--- src/hdl/array_list_store_macros.svh ---
// Assertion macros shared by the list store modules.
`ifndef ARRAY_LIST_STORE_MACROS_SVH
`define ARRAY_LIST_STORE_MACROS_SVH
`ifndef SYNTH
// Clocked check that is switched off while reset is asserted.
`define ALS_ASSERT(name, clk, rst_n, prop) \
    name: assert property (@(posedge clk) disable iff (!rst_n) (prop)) \
        else $error("array_list_store: assertion failed");
// Clocked check that also holds during reset.
`define ALS_ASSERT_ALWAYS(name, clk, prop) \
    name: assert property (@(posedge clk) (prop)) \
        else $error("array_list_store: assertion failed");
`else
`define ALS_ASSERT(name, clk, rst_n, prop)
`define ALS_ASSERT_ALWAYS(name, clk, prop)
`endif
`endif

--- src/hdl/alc_pkg.sv ---
// Types, widths and helper functions for the list store.
package alc_pkg;

    localparam int CAPACITY_DEF = 1024;
    localparam int CMD_W        = 3;
    localparam int INDEX_W      = 10;
    localparam int DATA_W       = 32;
    localparam int STATUS_W     = 2;
    localparam int LENGTH_W     = 11;
    // Positions reach CAPACITY-1, and CAPACITY is at most 65536.
    localparam int POS_W        = 16;
    // Width in which indexes and counts are compared.
    localparam int CMP_W        = 17;
    localparam int TREE_RADIX   = 4;

    typedef enum logic [CMD_W-1:0] {
        CMD_GET    = 3'd0,
        CMD_SET    = 3'd1,
        CMD_APPEND = 3'd2,
        CMD_INSERT = 3'd3,
        CMD_REMOVE = 3'd4
    } cmd_t;

    typedef enum logic [STATUS_W-1:0] {
        ST_OK    = 2'd0,
        ST_RANGE = 2'd1,
        ST_FULL  = 2'd2
    } status_t;

    typedef enum logic [1:0] {
        CELL_HOLD   = 2'd0,
        CELL_WRITE  = 2'd1,
        CELL_INSERT = 2'd2,
        CELL_REMOVE = 2'd3
    } cell_op_t;

    // Broadcast from the command decoder to every cell.
    typedef struct packed {
        logic              load;
        logic              rd;
        cell_op_t          op;
        logic [POS_W-1:0]  pos;
        logic [DATA_W-1:0] data;
    } cell_ctl_t;

    // Number of radix-4 levels needed to cover n leaves, at least one.
    function automatic int tree_levels(input int n);
        int lv;
        int span;
        lv   = 1;
        span = TREE_RADIX;
        while (span < n) begin
            span = span * TREE_RADIX;
            lv   = lv + 1;
        end
        return lv;
    endfunction

endpackage

--- src/hdl/alc_cell.sv ---
// One list position: holds an entry and trades it with its neighbours.
module alc_cell import alc_pkg::*; #(
    parameter int POS = 0
) (
    input  logic              clk,
    input  cell_ctl_t         ctl,
    input  logic [DATA_W-1:0] prev_entry,
    input  logic [DATA_W-1:0] next_entry,
    output logic [DATA_W-1:0] entry,
    output logic [DATA_W-1:0] tap
);

    localparam logic [POS_W-1:0] MY_POS = POS_W'(POS);

    logic [DATA_W-1:0] entry_reg;
    logic [DATA_W-1:0] entry_next;
    logic [DATA_W-1:0] tap_reg;
    logic [DATA_W-1:0] tap_next;

    always_comb
    begin
        entry_next = entry_reg;
        unique case (ctl.op)
            CELL_HOLD:
            begin
                entry_next = entry_reg;
            end
            CELL_WRITE:
            begin
                if (ctl.pos == MY_POS)
                begin
                    entry_next = ctl.data;
                end
            end
            CELL_INSERT:
            begin
                if (ctl.pos == MY_POS)
                begin
                    entry_next = ctl.data;
                end
                else if (MY_POS > ctl.pos)
                begin
                    entry_next = prev_entry;
                end
            end
            CELL_REMOVE:
            begin
                if (MY_POS >= ctl.pos)
                begin
                    entry_next = next_entry;
                end
            end
            default:
            begin
                entry_next = entry_reg;
            end
        endcase
    end

    // On a taken command the tap captures the old entry on a read hit and zero otherwise.
    always_comb
    begin
        tap_next = tap_reg;
        if (ctl.load)
        begin
            tap_next = (ctl.rd && (ctl.pos == MY_POS)) ? entry_reg : '0;
        end
    end

    always_ff @(posedge clk)
    begin
        entry_reg <= entry_next;
        tap_reg   <= tap_next;
    end

    assign entry = entry_reg;
    assign tap   = tap_reg;

endmodule

--- config.mk ---
export PLATFORM = sky130hd
export DESIGN_NAME = alc_cell
export DESIGN_NICKNAME = d
export VERILOG_FILES = /design/src/hdl/array_list_store_macros.svh /design/src/hdl/alc_pkg.sv /design/src/hdl/alc_cell.sv
export SDC_FILE = /design/constraint.sdc
export NUM_CORES = 1
export LEC_CHECK = 0
export ABC_AREA = 0
export CAP_MARGIN = 10
export CORE_MARGIN = 3
export CORE_UTILIZATION = 55
export DETAILED_ROUTE_END_ITERATION = 12
export DONT_BUFFER_PORTS = 1
export PLACE_DENSITY = 0.66
export SLEW_MARGIN = 20
export SYNTH_ARGS = -nofsm -noshare
export SYNTH_HDL_FRONTEND = slang
export SYNTH_SLANG_ARGS = --single-unit
--- constraint.sdc ---
create_clock -name clk -period 6.3 [get_ports clk]
set_input_delay 1.26 -clock clk [delete_from_list [all_inputs] [get_ports clk]]
set_output_delay 1.26 -clock clk [all_outputs]
set_load 0.02 [all_outputs]
==> reports/qor.yml <==
nFillCells: 497
tightestPinTransition_ps: 1084
fmax_mhz: 273.1
final_antenna_net_count: 0
clkTransAtPathRegs_ps: 60
internal_power_uw: 642.8
p_leak_nw: 1.504
cp-end-kind: "flop"
peakVddDrop_mv: 0.1781
required_ps: 6270
grt_max_degree: 67
slew_headroom_pct: 27.72
grt_pass1_vias: 2357
ys_seq_area_share_pct: 52.98
netlist_area_um2: 3627
worst_clock_skew_ps: 3.827
coreArea_um2: 6166
area_delta_synth_final_pct: 2.208
grt-ovfl-total: 0
die_h_um: 87.21
yosys_warnings: 0
synth-adder-area-share_pct: 0
clk_path_buf_depth: 2
drt_iter0_drc: 211
cts_setup_buffers: 0
setup_violations: 0
path_class: "input port to flop"
cts_buffers: 9
finalNonFillerCells: 356
cts-root-buf: "clkbuf_8"
dpl.cell_count: 343
grt_pass1_wl_um: 12800
crit_fanout: 34
hold_ws_ps: 753.0
synth_largest_area_cell: "edfxtp_1"
routabilityCongestion: 0.8380
fin_crit_ps: 3662
synthCells: 308
clock_latency_ps: 310
p_sw_uw: 167.4
synth_most_common_cell: "edfxtp_1"
num_rows: 28
multi_input_area_um2: 1405
cts.sinks: 64
ys_top_cells_by_count: "edfxtp_1, clkbuf_1"
dp_hpwl_um: 6521
final_core_utilization_pct: 60.13
yosys.area.top_type_share_pct: 52.98
dieArea_um2: 7606
synth_edf_count: 64
r2r_cells: 1
synth_compound_area_share_pct: 23.18
syn-mean-instance-area_um2: 11.78
ioPinCount: 181
syn-num-nets: 425
ys_ff_latch: 64
fin_area_um2: 3707
io_buffer_count: 0
p_seq_share_pct: 59.9
drc: 0
die_w_um: 87.21
async_flop_share_pct: 0
rsz0062_at_grt: "false"
drv_cap: 0
cts-hold-fix-buffers: 0
place_area_um2: 3566
clock_power_share_pct: 31.7
cp.arrival_ps: 3630
critPathLaunchType: "input port"
htreeDepth: 3
switching_share_pct: 20.66
grtUsageTotal_pct: 22.45
hold_viol: 0
seq_area_um2: 1922
holdPathStages: 1
vias_per_cell: 7.081
wire_per_inst_um: 24.50
drv_slew: 0
initial_core_util_pct: 58.83
ctsResizeCount: 0
fin_tns_setup_ps: 0
fin_crit_sh_pct: 58.13
antenna_found_initial: 0
cts_tree: "done"
num_vias: 2521
synth_ff_type: "edfxtp_1"
dr.pass1.iters: 5
drt-total-wl_um: 8722
num_antenna_cells: 0
synthTopCellsByArea: "edfxtp_1, a2bb2oi_1, and3b_1"
synth-simple-area-share_pct: 15.21
ys_types: 16
power_frac_comb_pct: 8.4
synth_mux_area_share_pct: 0
p_per_area_nw_per_um2: 218.5
synth_top_family_by_area: "compound AO/OA/AOI/OAI gates"
synthXorXnorAreaFrac_pct: 0
drive_gt1_share_pct: 6.406
nNetsFinal: 396
status: "finished, final reports clean"
hold_path_class: "flop to flop"
==> layout by cell type (no fill, tap or decap), types with 3 or more instances in the layout <==
cell type,Yosys,layout
edfxtp_1,64,64
inv_1,32,32
and3b_1,32,32
o41ai_1,32,32
a2bb2oi_1,32,32
and3_1,32,32
o311ai_1,29,29
clkbuf_8,0,9
or4_1,3,3
o311ai_0,3,3
==> through the flow <==
stage	power (mW)	setup slack, ps
after floorplan	0.5589	1864
after global placement	0.5602	2368
after detailed placement	0.5616	2318
after CTS	0.8165	2657
after global routing	0.8443	2524
final	0.8101	2638
==> area by class of cell <==
type                            count  area share, %
Tap cell                           75          2.531
Sequential cell                    64          51.84
Clock inverter                      3         0.3375
Clock buffer                       10          3.442
Multi-Input combinational cell    169          37.90
Timing Repair Buffer                3         0.7087
Inverter                           32          3.240
==> worst max-delay path: stages <==
cell,delay (ps)
or4_1,990
or4_4,850
nor2_2,150
buf_4,370
==> cells by family after synthesis <==
family | count (synthesis)
buffers and inverters | 75
AO/OA/AOI/OAI | 96
AND/OR/NAND/NOR | 73
flip-flops | 64
==> final timing paths <==
| check | from | end | slack [ps] |
|---|---|---|---|
| hold reg to reg | entry[6]$_DFFE_PP_ | tap[6]$_SDFFCE_PN0P_ | 750 |
| hold / removal | entry[6]$_DFFE_PP_ | tap[6]$_SDFFCE_PN0P_ | 750 |
| setup / recovery | ctl[40] | entry[1]$_DFFE_PP_ | 2640 |
| setup reg to reg | entry[28]$_DFFE_PP_ | tap[28]$_SDFFCE_PN0P_ | 5320 |
==> metal layers <==
layer  up-vias  GRT usage, %  wire [um]
li1       1194             -          -
met1      1168         31.10       3663
met2       149         32.92       4049
met5         -             0          0
met3        10         6.149        871
met4         0         10.18        138
==> power groups by stage <==
| stage | clock network (mW) | registers (mW) | logic, mW |
|---|---|---|---|
| 6_report | 0.257 | 0.485 | 0.0679 |
| 5_1_grt | 0.284 | 0.485 | 0.0747 |
| 4_1_cts | 0.264 | 0.485 | 0.0674 |
| 3_5_place_dp | 0 | 0.494 | 0.0674 |
| 3_3_place_gp | 0 | 0.494 | 0.0661 |
| 2_1_floorplan | 0 | 0.493 | 0.0654 |
No activity file was read; power rests on OpenSTA's default activity.
